`src/lpbd_pkg.sv`:
```
// Package for the page buffer directory: payload structs, chain link and
// control types shared by the cell row and the top level.
// No dependencies.
package lpbd_pkg;

   // Fixed field widths of the request and response items.
   localparam int TABLE_W = 4;
   localparam int PAGE_W  = 20;
   localparam int SLOT_W  = 4;
   localparam int CAP_W   = 5;

   // Operation codes.
   localparam logic OP_READ  = 1'b0;
   localparam logic OP_WRITE = 1'b1;

   // Capacity after reset.
   localparam logic [CAP_W-1:0] CAP_RESET = 5'd16;

   // One request item.
   typedef struct packed {
      logic              operation;
      logic [TABLE_W-1:0] table_no;
      logic [PAGE_W-1:0]  page_no;
   } req_type;

   // One response item.
   typedef struct packed {
      logic              hit;
      logic [SLOT_W-1:0]  slot;
      logic              evicted;
      logic [TABLE_W-1:0] evict_table;
      logic [PAGE_W-1:0]  evict_page;
      logic              writeback;
   } rsp_type;

   // Data handed from one cell to the next along the row.
   typedef struct packed {
      logic              hit_seen;
      logic              free_seen;
      logic [TABLE_W-1:0] vic_table;
      logic [PAGE_W-1:0]  vic_page;
      logic              vic_dirty;
   } link_type;

   // Control broadcast from the sequencer to every cell.
   typedef struct packed {
      logic capture;
      logic commit;
      logic evict;
      logic miss;
      logic write;
   } cmd_type;

endpackage

```
`src/lpbd_cell.sv`:
```
// One directory entry: tag, dirty bit and recency rank, with its piece of
// the hit, free-slot and victim chains. Depends on lpbd_pkg.
module lpbd_cell
   import lpbd_pkg::*;
#(
   parameter int SLOTS = 16,
   parameter int IDX   = 0
) (
   input  logic                       clock,
   input  logic                       reset,
   input  cmd_type                    cmd,
   input  req_type                    cmp_req,
   input  req_type                    load_req,
   input  logic [$clog2(SLOTS)-1:0]   victim_rank,
   input  logic [$clog2(SLOTS)-1:0]   hit_rank,
   input  link_type                   link_in,
   output link_type                   link_out,
   input  logic [$clog2(SLOTS)-1:0]   rank_acc_in,
   output logic [$clog2(SLOTS)-1:0]   rank_acc_out,
   input  logic [$clog2(SLOTS)-1:0]   hit_idx_in,
   output logic [$clog2(SLOTS)-1:0]   hit_idx_out,
   input  logic [$clog2(SLOTS)-1:0]   free_idx_in,
   output logic [$clog2(SLOTS)-1:0]   free_idx_out
);

   localparam int RW = $clog2(SLOTS);
   localparam logic [RW-1:0] MY_IDX = RW'(IDX);

   logic               valid_ff, valid_in;
   logic               dirty_ff, dirty_in;
   logic [RW-1:0]      rank_ff, rank_in;
   logic [TABLE_W-1:0] table_ff;
   logic [PAGE_W-1:0]  page_ff;
   logic               match_ff, match_in;
   logic               victim_ff, victim_in;
   logic               free_cond;
   logic               take_free;
   logic               is_victim;

   // Tag compare and victim check against the state as it stands at accept.
   assign match_in  = valid_ff && (table_ff == cmp_req.table_no)
                      && (page_ff == cmp_req.page_no);
   assign victim_in = valid_ff && (rank_ff == victim_rank);

   // This entry is the one to evict when the pool is full.
   assign is_victim = cmd.evict && victim_ff;

   // Lowest free entry wins, counting the entry that is evicted.
   assign free_cond = !valid_ff || is_victim;
   assign take_free = free_cond && !link_in.free_seen;

   // Hand the accumulated results to the next cell.
   always_comb begin
      link_out.hit_seen  = link_in.hit_seen || match_ff;
      link_out.free_seen = link_in.free_seen || free_cond;
      link_out.vic_table = link_in.vic_table | (is_victim ? table_ff : '0);
      link_out.vic_page  = link_in.vic_page | (is_victim ? page_ff : '0);
      link_out.vic_dirty = link_in.vic_dirty | (is_victim && dirty_ff);
      rank_acc_out       = rank_acc_in | (match_ff ? rank_ff : '0);
      hit_idx_out        = hit_idx_in | (match_ff ? MY_IDX : '0);
      free_idx_out       = free_idx_in | (take_free ? MY_IDX : '0);
   end

   // Next entry state when the item commits.
   always_comb begin
      valid_in = valid_ff;
      dirty_in = dirty_ff;
      rank_in  = rank_ff;
      if (cmd.commit) begin
         if (cmd.miss) begin
            if (take_free) begin
               valid_in = 1'b1;
               dirty_in = cmd.write;
               rank_in  = '0;
            end else if (is_victim) begin
               valid_in = 1'b0;
               dirty_in = 1'b0;
               rank_in  = '0;
            end else if (valid_ff) begin
               rank_in = rank_ff + RW'(1);
            end
         end else if (cmd.write) begin
            if (match_ff) begin
               dirty_in = 1'b1;
               rank_in  = '0;
            end else if (valid_ff && (rank_ff < hit_rank)) begin
               rank_in = rank_ff + RW'(1);
            end
         end
      end
   end

   // Control state of the entry.
   always_ff @(posedge clock) begin
      if (reset) begin
         valid_ff  <= 1'b0;
         dirty_ff  <= 1'b0;
         rank_ff   <= '0;
         match_ff  <= 1'b0;
         victim_ff <= 1'b0;
      end else begin
         valid_ff <= valid_in;
         dirty_ff <= dirty_in;
         rank_ff  <= rank_in;
         if (cmd.capture) begin
            match_ff  <= match_in;
            victim_ff <= victim_in;
         end
      end
   end

   // Tag storage, loaded when this entry takes a new page.
   always_ff @(posedge clock) begin
      if (cmd.commit && cmd.miss && take_free) begin
         table_ff <= load_req.table_no;
         page_ff  <= load_req.page_no;
      end
   end

endmodule

```
`src/lru_page_buffer_directory.sv`:
```
// Top level of the page buffer directory: command sequencer, capacity
// register and the row of directory cells. Depends on lpbd_pkg, lpbd_cell.
//
// Usage. A request item (read or write of one page, named by table and
// page number) is taken at a clock edge where start is high and busy is
// low. Busy stays high for the one lookup cycle that follows. At the
// end of that cycle the directory is updated and the response item
// appears on rsp_data with rsp_strobe high for exactly one cycle; the
// receiver cannot stall it, so it must take the item then.
// The tag is compared in every cell as the item is taken and the result
// registered; in the lookup cycle the hit, free-slot and victim chains
// ripple along the row of cells and the entries update. A new item is
// taken only once the lookup of the one before it is over.
// Capacity register writes use csr_write_en and csr_write_data; the user
// must make them only while no item is in flight, the block does not
// enforce it. Zero acts as one, values above SLOTS act as SLOTS.
// Synchronous reset empties the directory (no valid entries, count zero)
// and sets the capacity to 16. No clearing pass is needed.
module lru_page_buffer_directory
   import lpbd_pkg::*;
#(
   parameter int SLOTS = 16
) (
   input  logic               clock,
   input  logic               reset,
   input  logic               start,
   output logic               busy,
   input  req_type            req_data,
   output logic               rsp_strobe,
   output rsp_type            rsp_data,
   input  logic               csr_write_en,
   input  logic [CAP_W-1:0]   csr_write_data
);

   localparam int RW = $clog2(SLOTS);
   localparam int CW = $clog2(SLOTS + 1);
   localparam int EW = (CW > CAP_W) ? CW : CAP_W;
   localparam logic [EW-1:0] SLOTS_E = EW'(SLOTS);

   typedef enum logic [1:0] {
      ST_IDLE = 2'b01,
      ST_LOOK = 2'b10
   } state_type;

   state_type        state_ff, state_in;
   logic [CAP_W-1:0] capacity_ff;
   logic [CW-1:0]    used_ff, used_in;
   logic             evict_ff;
   req_type          req_ff;
   logic             rsp_strobe_ff;
   rsp_type          rsp_ff, rsp_in;

   logic             accept;
   logic [EW-1:0]    cap_ext;
   logic [EW-1:0]    eff_cap;
   logic             evict_in;
   logic [RW-1:0]    victim_rank;
   logic             miss;
   cmd_type          cmd;

   link_type         link     [SLOTS+1];
   logic [RW-1:0]    rank_acc [SLOTS+1];
   logic [RW-1:0]    hit_idx  [SLOTS+1];
   logic [RW-1:0]    free_idx [SLOTS+1];

   assign busy   = (state_ff == ST_LOOK);
   assign accept = start && !busy;

   // Effective capacity: zero counts as one, saturate at the entry count.
   always_comb begin
      cap_ext = EW'(capacity_ff);
      if (cap_ext == '0) begin
         eff_cap = EW'(1);
      end else if (cap_ext > SLOTS_E) begin
         eff_cap = SLOTS_E;
      end else begin
         eff_cap = cap_ext;
      end
   end

   assign evict_in    = (EW'(used_ff) >= eff_cap);
   assign victim_rank = RW'(used_ff - CW'(1));

   // The hit decision comes from the end of the chain.
   assign miss = !link[SLOTS].hit_seen;

   // Broadcast control to the cells.
   always_comb begin
      cmd.capture = accept;
      cmd.commit  = (state_ff == ST_LOOK);
      cmd.evict   = evict_ff;
      cmd.miss    = miss;
      cmd.write   = (req_ff.operation == OP_WRITE);
   end

   // Chain heads.
   assign link[0]     = '0;
   assign rank_acc[0] = '0;
   assign hit_idx[0]  = '0;
   assign free_idx[0] = '0;

   // Row of directory cells.
   for (genvar g = 0; g < SLOTS; g++) begin : g_cell
      lpbd_cell #(
         .SLOTS (SLOTS),
         .IDX   (g)
      ) u_cell (
         .clock        (clock),
         .reset        (reset),
         .cmd          (cmd),
         .cmp_req      (req_data),
         .load_req     (req_ff),
         .victim_rank  (victim_rank),
         .hit_rank     (rank_acc[SLOTS]),
         .link_in      (link[g]),
         .link_out     (link[g+1]),
         .rank_acc_in  (rank_acc[g]),
         .rank_acc_out (rank_acc[g+1]),
         .hit_idx_in   (hit_idx[g]),
         .hit_idx_out  (hit_idx[g+1]),
         .free_idx_in  (free_idx[g]),
         .free_idx_out (free_idx[g+1])
      );
   end

   // Sequencer.
   always_comb begin
      state_in = state_ff;
      unique case (state_ff)
         ST_IDLE: begin
            if (accept) begin
               state_in = ST_LOOK;
            end
         end
         ST_LOOK: begin
            state_in = ST_IDLE;
         end
         default: begin
            state_in = ST_IDLE;
         end
      endcase
   end

   // Entry count: a miss without eviction adds one entry.
   always_comb begin
      used_in = used_ff;
      if (cmd.commit && miss && !evict_ff) begin
         used_in = used_ff + CW'(1);
      end
   end

   // Response item assembled from the chain ends.
   always_comb begin
      rsp_in.hit         = !miss;
      rsp_in.slot        = miss ? SLOT_W'(free_idx[SLOTS]) : SLOT_W'(hit_idx[SLOTS]);
      rsp_in.evicted     = miss && evict_ff;
      rsp_in.evict_table = rsp_in.evicted ? link[SLOTS].vic_table : '0;
      rsp_in.evict_page  = rsp_in.evicted ? link[SLOTS].vic_page : '0;
      rsp_in.writeback   = rsp_in.evicted && link[SLOTS].vic_dirty;
   end

   // Control registers.
   always_ff @(posedge clock) begin
      if (reset) begin
         state_ff      <= ST_IDLE;
         capacity_ff   <= CAP_RESET;
         used_ff       <= '0;
         evict_ff      <= 1'b0;
         rsp_strobe_ff <= 1'b0;
      end else begin
         state_ff      <= state_in;
         used_ff       <= used_in;
         rsp_strobe_ff <= cmd.commit;
         if (csr_write_en) begin
            capacity_ff <= csr_write_data;
         end
         if (accept) begin
            evict_ff <= evict_in;
         end
      end
   end

   // Payload registers.
   always_ff @(posedge clock) begin
      if (accept) begin
         req_ff <= req_data;
      end
      if (cmd.commit) begin
         rsp_ff <= rsp_in;
      end
   end

   assign rsp_strobe = rsp_strobe_ff;
   assign rsp_data   = rsp_ff;

   // An accepted item always holds the block for its lookup cycle.
   a_accept_busy: assert property (@(posedge clock) disable iff (reset)
      accept |=> busy)
      else $error("lookup cycle missing after accept");

   // Every lookup cycle yields exactly one response in the next cycle.
   a_look_strobe: assert property (@(posedge clock) disable iff (reset)
      (state_ff == ST_LOOK) |=> (rsp_strobe && !busy))
      else $error("response not issued after lookup");

   // The entry count never exceeds the number of entries.
   a_used_bound: assert property (@(posedge clock) disable iff (reset)
      EW'(used_ff) <= SLOTS_E)
      else $error("entry count overflow");

   // A hit never evicts an entry.
   a_hit_no_evict: assert property (@(posedge clock) disable iff (reset)
      (rsp_strobe && rsp_data.hit) |-> (!rsp_data.evicted && !rsp_data.writeback))
      else $error("eviction reported on a hit");

   // A miss always finds a free entry or, with a full pool, a victim entry.
   a_victim_found: assert property (@(posedge clock) disable iff (reset)
      (cmd.commit && miss) |-> link[SLOTS].free_seen)
      else $error("no entry available for a miss");

endmodule
```
`config.mk`:
```
export PLATFORM = sky130hd
export DESIGN_NAME = lru_page_buffer_directory
export DESIGN_NICKNAME = d
export VERILOG_FILES = /design/src/lpbd_pkg.sv /design/src/lpbd_cell.sv /design/src/lru_page_buffer_directory.sv
export SDC_FILE = /design/constraint.sdc
export NUM_CORES = 1
export LEC_CHECK = 0
export BUFFER_PORTS_ARGS = -buffer_cell sky130_fd_sc_hd__buf_2
export CAP_MARGIN = 20
export CORE_MARGIN = 5
export CORE_UTILIZATION = 29
export DETAILED_ROUTE_END_ITERATION = 16
export REMOVE_ABC_BUFFERS = 1
export SYNTH_ARGS = -nofsm -noshare
export SYNTH_HDL_FRONTEND = slang
export SYNTH_HIERARCHICAL = 1
export SYNTH_SLANG_ARGS = --single-unit
```
`constraint.sdc`:
```
create_clock -name clock -period 14.51 [get_ports clock]
set_input_delay 2.1765 -clock clock [delete_from_list [all_inputs] [get_ports clock]]
set_output_delay 2.1765 -clock clock [all_outputs]
set_load 0.1 [all_outputs]
```
## Word level (Yosys, flattened, before mapping)

Cells that the tools add are included.

- Register bits after elaboration: 582
- Bits of input ports: 34
- Logic and storage cells: 933

- $add $sub $neg: 18
- Magnitude comparators: 18
- Equality and inequality tests: 83
- Multiplexer cells: 289
- Bitwise operators: 90
- Reductions and logical operators: 309

Operators by type and width:

| cell | count |
|---|---|
| two-way mux 4 bit | 161 |
| == test 20 bit | 16 |
| two-way mux 20 bit | 16 |
| OR 20 bit | 15 |
| OR 4 bit | 56 |
| logical AND 1 bit | 132 |
| == test 4 bit | 32 |
| AND reduction 4 bit | 32 |
| two-way mux 1 bit | 98 |
| adder 4 x 1 -> 4 bit, second input constant | 16 |
| < comparator 4 bit | 16 |
| nonzero test 4 bit | 16 |
| inequality test 3 x 1 -> 1 bit, second input constant | 16 |
| AND reduction 3 bit | 16 |
| nonzero test 3 bit | 16 |
| logical OR 1 bit | 45 |
| zero test 1 bit | 34 |
| inequality test 2 x 1 -> 1 bit, second input constant | 16 |
| nonzero test 2 bit | 16 |
| two-way mux 3 bit | 8 |
| OR 1 bit | 15 |
| two-way mux 5 bit | 2 |
| two-way mux 2 bit | 4 |
| OR 1 x 4 -> 4 bit | 2 |
| 10 further kinds | 11 |

## Depth between registers and ports, before layout

Gate-level depths: netlist (run 1).

- Depth after elaboration: 22
- Gate-level depth with buffers: 24
- Gate-level depth less buffers: 23

## Hierarchy

Netlist (run 1), hierarchy kept.

By module, submodules not included:

| module | instances | cells each | area an instance (sq um) |
|---|---|---|---|
| lpbd_cell at g_cell[3].u_cell ... | 4 | 169 | 1,869.3 |
| lpbd_cell at g_cell[2].u_cell ... | 3 | 169 | 1,870.5 |
| lpbd_cell at g_cell[10].u_cell ... | 2 | 170 | 1,895.6 |
| lpbd_cell at g_cell[14].u_cell ... | 2 | 170 | 1,885.6 |
| lpbd_cell at g_cell[11].u_cell ... | 2 | 169 | 1,855.5 |
| lru_page_buffer_directory | 1 | 172 | 2,633.8 |
| lpbd_cell at g_cell[0].u_cell | 1 | 170 | 1,899.3 |
| lpbd_cell at g_cell[1].u_cell | 1 | 170 | 1,896.8 |
| lpbd_cell at g_cell[15].u_cell | 1 | 169 | 1,853.0 |

## Worst setup path after synthesis (run 1)

No wires, ideal clock.

- Path type: register -> register
- From: register evict_ff
- To: register g_cell[15].u_cell.page_ff[0], enable pin
- Arrival time: 8,164 ps
- Data required time: 14,150 ps
- Slack: 5,987 ps
- Cell stages (with the launch flop): 20
- Buffers on the path: 1
- Cell sequence: dfxtp_1 > and2_1 > buf_2 > or3_1 > or3_1 > or3_1 > or3_1 > or3_1 > or3_1 > or3_1 > or3_1 > or3_1 > or3_1 > or3_1 > or3_1 > or3_1 > or3_1 > or3_1 > a21oi_1 > and3_2

RTL lines:

| element | RTL line | RTL |
|---|---|---|
| from (decl) | lru_page_buffer_directory.sv:48 | `logic evict_ff;` |
| from (signal assigned) | lru_page_buffer_directory.sv:178 | `evict_ff <= evict_in;` |
| to (signal assigned) | lpbd_cell.sv:116 | `page_ff <= load_req.page_no;` |
| to (decl) | lpbd_cell.sv:33 | `logic [PAGE_W-1:0] page_ff;` |

==> metrics.cfg, run 1 <==
[run_status]
status=complete, no violations

[clocking]
cts_sinks=582
post_cts_resized=0
clk_pin_slew_worst_paths_ns=0.06
clkLatencyLatePin_ns=0.66
htreeDepth=2
clockRootBuffer=clkbuf_16
post_cts_buffers=0
cts_tree=built
hold_buffers=0
cts_buffer_depth=3
cts_inserted_buffers=58

[global_route]
grt_pass1_vias=21626
antenna_found_initial=3
grt_start_max_net_pins=95
grt_pass1_wl_um=133200
grt_use_total_pct=14.12
grt-busiest-layer=met2
met3_usage_pct=1.532
gr-total-overflow=0
use_met1_pct=17.74
grt_use_met2_pct=25.55

[timing]
relSlewSlack_pct=26.07
clock.fmax_ghz=0.1075
setup_viol=0
rsz0062_at_grt=no
worst_slack_ns=5.210
fin_worst_skew_ns=0.02026
finalCritPeriodShare_pct=64.09
hold_viol=0
tightest_slew_ns=1.109
min_period_ns=9.300
finalHoldWorstSlack_ns=0.4924
finalMaxSlewViolations=0
timing.setup.tns_ns=0

[setup_path]
critPathKind=flop to flop
crit_required_ns=14.78
cp-end-kind=flop
crit_arrival_ns=9.57
start_kind=flop
path_max_fanout=26
r2r_cells=18

[placed_design]
pre_cts_slack_ns=5.232
placedCellCount=4349
dpl_cell_area_um2=34130
gp_congestion=0.8029
dp_hpwl_um=62850
place.port_buffers=66

[logic_synthesis]
syn_inst=2881
yosysWarnings=6
synth_area_um2=32640
avgSynthCellArea_um2=11.33

[routing]
dr_total_vias=21826
post-route-drc-count=0
final_antenna_net_count=0
drt-initial-drc-count=1483
vias_per_cell=4.895
firstDrtPassIters=6
wirelength_um=87260
wl_per_cell_um=19.57

[hold_path]
hold_class=flop to flop
holdPathStages=1

[finish]
num-fill-cells=11259
final_area_um2=36080
multi_input_area_um2=15390
utilization_pct=32.16
fin_nets=3016
drive_gt1_share_pct=12.37
stdcell_count=4459
area_growth_pct=10.55
register_area_um2=16060
diodes=0

[power]
power.leakage_nw=14.24
peakVddDrop_uv=87.43
power_density_nw_per_um2=100.1
p_total_mw=3.613

[floorplanning]
num_rows=123
dieArea_um2=119400
pin_count=67
die_w_um=345.5
start_util_pct=29.09
die_h_um=345.5
core-area_um2=112200

[run]
cap_violations=0

## registers in the layout (all words and copies together) (netlist names)
signal and count:
cap_ext 5, cmd 1, evict_ff 1, g_cell.u_cell/dirty_ff 16
g_cell.u_cell/match_ff 16, g_cell.u_cell/page_ff 320, g_cell.u_cell/rank_ff 64, g_cell.u_cell/table_ff 64
g_cell.u_cell/valid_ff 16, g_cell.u_cell/victim_ff 16, req_ff 24, rsp_data 31
rsp_strobe 1, state_ff 2, used_ff 5
## routing by layer
layer	part of all wire (%)	up-vias
met5	0.015	-
met3	3.0	152
met2	51	411
met1	43	10727
li1	-	10534
met4	2.8	2
## final cells by class
type	count	area share, %
flip-flops and latches	582	44.50
multi-input cells	2091	42.66
well taps	1500	5.202
clock buffers	79	4.380
repair buffers	83	1.391
inverters	95	0.9952
clock inverters	29	0.8704
## layout by cell type (no fill, tap or decap), drive strengths merged, types with 18 or more instances in the layout
| cell type | n |
|---|---|
| dfxtp | 142 |
| and3 | 26 |
| a31o | 22 |
| nor4 | 80 |
| and2 | 42 |
| conb | 43 |
| nand3 | 48 |
| o2bb2ai | 26 |
| inv | 98 |
| o21ai | 123 |
| nand4 | 67 |
| xor2 | 298 |
| xnor2 | 152 |
| nor2 | 85 |
| buf | 82 |
| nor3 | 22 |
| clkinv | 18 |
| nand2 | 89 |
| a21o | 464 |
| clkbuf | 80 |
| ha | 71 |
| edfxtp | 440 |
| a21oi | 70 |
| or2 | 96 |
| or2b | 22 |
| nor2b | 30 |
| nand2b | 27 |
## worst max-delay path, stage by stage (launching register included)
cell and delay (ns):
dfxtp_2 0.43, and2_1 0.55, or3_1 0.55, or3_1 0.45
or3_1 0.46, or3_1 0.46, or3_1 0.45, or3_1 0.45
or3_1 0.46, or3_1 0.45, or3_1 0.45, or3_1 0.45
or3_1 0.45, or3_1 0.46, or3_1 0.46, or3_1 0.46
or3_1 0.44, a21oi_1 0.32, and3_2 0.69
## final timing paths
kind / from / to / slack, ns
max: evict_ff$_SDFFE_PP0P_ / g_cell[15].u_cell/page_ff[1]$_DFFE_PP_ / 5.21
max reg2reg: evict_ff$_SDFFE_PP0P_ / g_cell[15].u_cell/page_ff[1]$_DFFE_PP_ / 5.21
min reg2reg: state_ff[1]$_SDFFE_PP0P_ / state_ff[1]$_SDFFE_PP0P_ / 0.49
min: state_ff[1]$_SDFFE_PP0P_ / state_ff[1]$_SDFFE_PP0P_ / 0.49
## power breakdown
part           internal [mW]  switching (mW)
clock network          0.856           0.677
registers               1.80          0.0273
logic                 0.0933           0.162
total                   2.75           0.866
No activity file was read; power rests on OpenSTA's default activity.
==> run 2: changes to the inputs <==
==> constraint.sdc (replaced) <==
create_clock -name clock -period 8.7 [get_ports clock]
set_input_delay 1.305 -clock clock [delete_from_list [all_inputs] [get_ports clock]]
set_output_delay 1.305 -clock clock [all_outputs]
set_load 0.1 [all_outputs]
==> metrics.cfg, run 2 (synthesized netlist as in run 1, its figures left out) <==
[floorplanning]
die_w_um=345.5  ; unchanged
core-area_um2=112200  ; unchanged
num_rows=123  ; unchanged
start_util_pct=29.09  ; unchanged
die_h_um=345.5  ; unchanged
pin_count=67  ; unchanged
dieArea_um2=119400  ; unchanged

[clocking]
cts_tree=built
post_cts_buffers=0  ; unchanged
clockRootBuffer=clkbuf_16
clk_pin_slew_worst_paths_ns=0.06  ; about the same
htreeDepth=2  ; unchanged
clkLatencyLatePin_ns=0.65  ; about the same
cts_inserted_buffers=59  ; +1.7%
cts_sinks=582  ; unchanged
cts_buffer_depth=3  ; unchanged

[routing]
drt-initial-drc-count=1759  ; +19%
highest_layer=met5
wirelength_um=87560  ; +0.34%
post-route-drc-count=0  ; unchanged
final_antenna_net_count=0  ; unchanged
dr_total_vias=21909  ; +0.38%
route.met3.wl_um=3459  ; +34%
vias_per_cell=4.901  ; +0.13%
wl_met1_um=38370  ; +1.2%
firstDrtPassIters=6  ; unchanged
wl_met2_um=43990  ; -0.71%
wl_per_cell_um=19.59  ; about the same

[global_route]
grt_pass1_wl_um=134100  ; +0.73%
grt_use_total_pct=14.13  ; about the same
gr-total-overflow=0  ; unchanged
antenna_found_initial=2  ; -1
grt_pass1_vias=21635  ; +0.042%
grt_start_max_net_pins=104  ; +9.5%

[timing]
hold_viol=0  ; unchanged
rsz0062_at_grt=no
fin_worst_skew_ns=0.01795  ; -0.002311 ns
tightest_slew_ns=1.033  ; -0.07631 ns
finalCritPeriodShare_pct=96.37  ; +32 points
finalHoldWorstSlack_ns=0.4921  ; -0.0003380 ns
setup_viol=0  ; unchanged
finalMaxSlewViolations=0  ; unchanged
min_period_ns=8.384  ; -0.9162 ns
clock.fmax_ghz=0.1193  ; +11%
relSlewSlack_pct=31.16  ; +5.1 points
timing.setup.tns_ns=0  ; unchanged

[finish]
largest_reg_flops=320  ; unchanged
stdcell_count=4470  ; +0.25%
regMostFlops=g_cell.u_cell/page_ff
area_growth_pct=11.24
reg_top3=g_cell.u_cell/page_ff (320), g_cell.u_cell/rank_ff (64), g_cell.u_cell/table_ff (64)
register_area_um2=16060  ; unchanged
fin_nets=3024  ; +0.27%
final_area_um2=36310  ; +0.62%
num-fill-cells=11238  ; -0.19%
multi_input_area_um2=15420  ; +0.17%
drive_gt1_share_pct=12.96  ; +0.59 points
layout_common_cells=a21o_1 (462), edfxtp_1 (440), xor2_1 (296)
diodes=0  ; unchanged
final_common_cell=a21o_1

[setup_path]
cp-end-kind=flop
crit_arrival_ns=8.70  ; -0.87 ns
start_kind=flop
critPathKind=flop to flop
path_max_fanout=12  ; -54%
crit_required_ns=9.02  ; -5.76 ns

[hold_path]
hold_class=flop to flop

[run_status]
status=complete, no violations

[placed_design]
dp_hpwl_um=62330  ; -0.82%
dpl_cell_area_um2=34190  ; +0.15%
placedCellCount=4355  ; +0.14%
gp_congestion=0.7987  ; -0.52%
place.port_buffers=66  ; unchanged

[power]
p_total_mw=6.180  ; +71%
power.leakage_nw=14.35  ; +0.80%
peakVddDrop_uv=157.3  ; +80%
power_density_nw_per_um2=170.2  ; +70%

[run]
cap_violations=0  ; unchanged

==> run 2: through the flow <==
step                      setup slack [ns]  utilization [%]
final                               0.3162            32.36
after global routing               0.02176            32.36
after detailed placement            0.2070            30.47
after CTS                           0.1847            32.30
after global placement              0.3070            30.46
after floorplan                    0.04370                -
==> run 2: what timing repair did <==
| item | in CTS | in global routing |
|---|---|---|
| gates resized for setup | 0 | 3 |
| hold endpoints to repair | 0 | 0 |
| endpoints found under the setup margin | 0 | 26 |
| hold buffers | 0 | 0 |
==> run 2: path summary, 6_finish.rpt <==
check             depth (start not counted)                              startpoint  slack, ns                                endpoint
setup reg to reg                         18  g_cell[0].u_cell/valid_ff$_SDFFE_PP0P_       0.32  g_cell[15].u_cell/page_ff[5]$_DFFE_PP_
hold / removal                            1                state_ff[1]$_SDFFE_PP0P_       0.49                state_ff[1]$_SDFFE_PP0P_
hold reg to reg                           1                state_ff[1]$_SDFFE_PP0P_       0.49                state_ff[1]$_SDFFE_PP0P_
setup / recovery                         18  g_cell[0].u_cell/valid_ff$_SDFFE_PP0P_       0.32  g_cell[15].u_cell/page_ff[5]$_DFFE_PP_
==> run 2: worst max-delay path, stage by stage, from the launching register on <==
cell,delay [ns]
dfxtp_1,0.42
inv_1,0.08
or3_1,0.46
or3_1,0.46
or3_1,0.45
or3_1,0.45
or3_1,0.44
or3_1,0.44
or3_1,0.45
or3_1,0.46
or3_1,0.45
or3_1,0.46
or3_1,0.45
or3_1,0.47
or3_1,0.46
or3_4,0.44
or3_1,0.45
a21oi_1,0.35
and3_4,0.40
==> run 2: report_power, final <==
| part | leakage, nW | switching [mW] | internal (mW) |
|---|---|---|---|
| Combinational | 8.27 | 0.273 | 0.156 |
| Clock | 0.994 | 1.13 | 1.58 |
| Sequential | 5.09 | 0.0423 | 3.00 |
==> run 2: per-layer routing <==
layer  vias up  track usage (%)
met2       435            25.02
met5         -                0
met4         4            3.288
li1      10559                -
met1     10806            18.48
met3       105            1.661
==> run 2: final cells by class <==
| type | count | area share (%) |
|---|---|---|
| Sequential cell | 582 | 44.23 |
| Inverter | 95 | 0.9891 |
| Multi-Input combinational cell | 2092 | 42.47 |
| Clock inverter | 43 | 1.337 |
| Clock buffer | 69 | 4.311 |
| Timing Repair Buffer | 89 | 1.499 |
| Tap cell | 1500 | 5.169 |
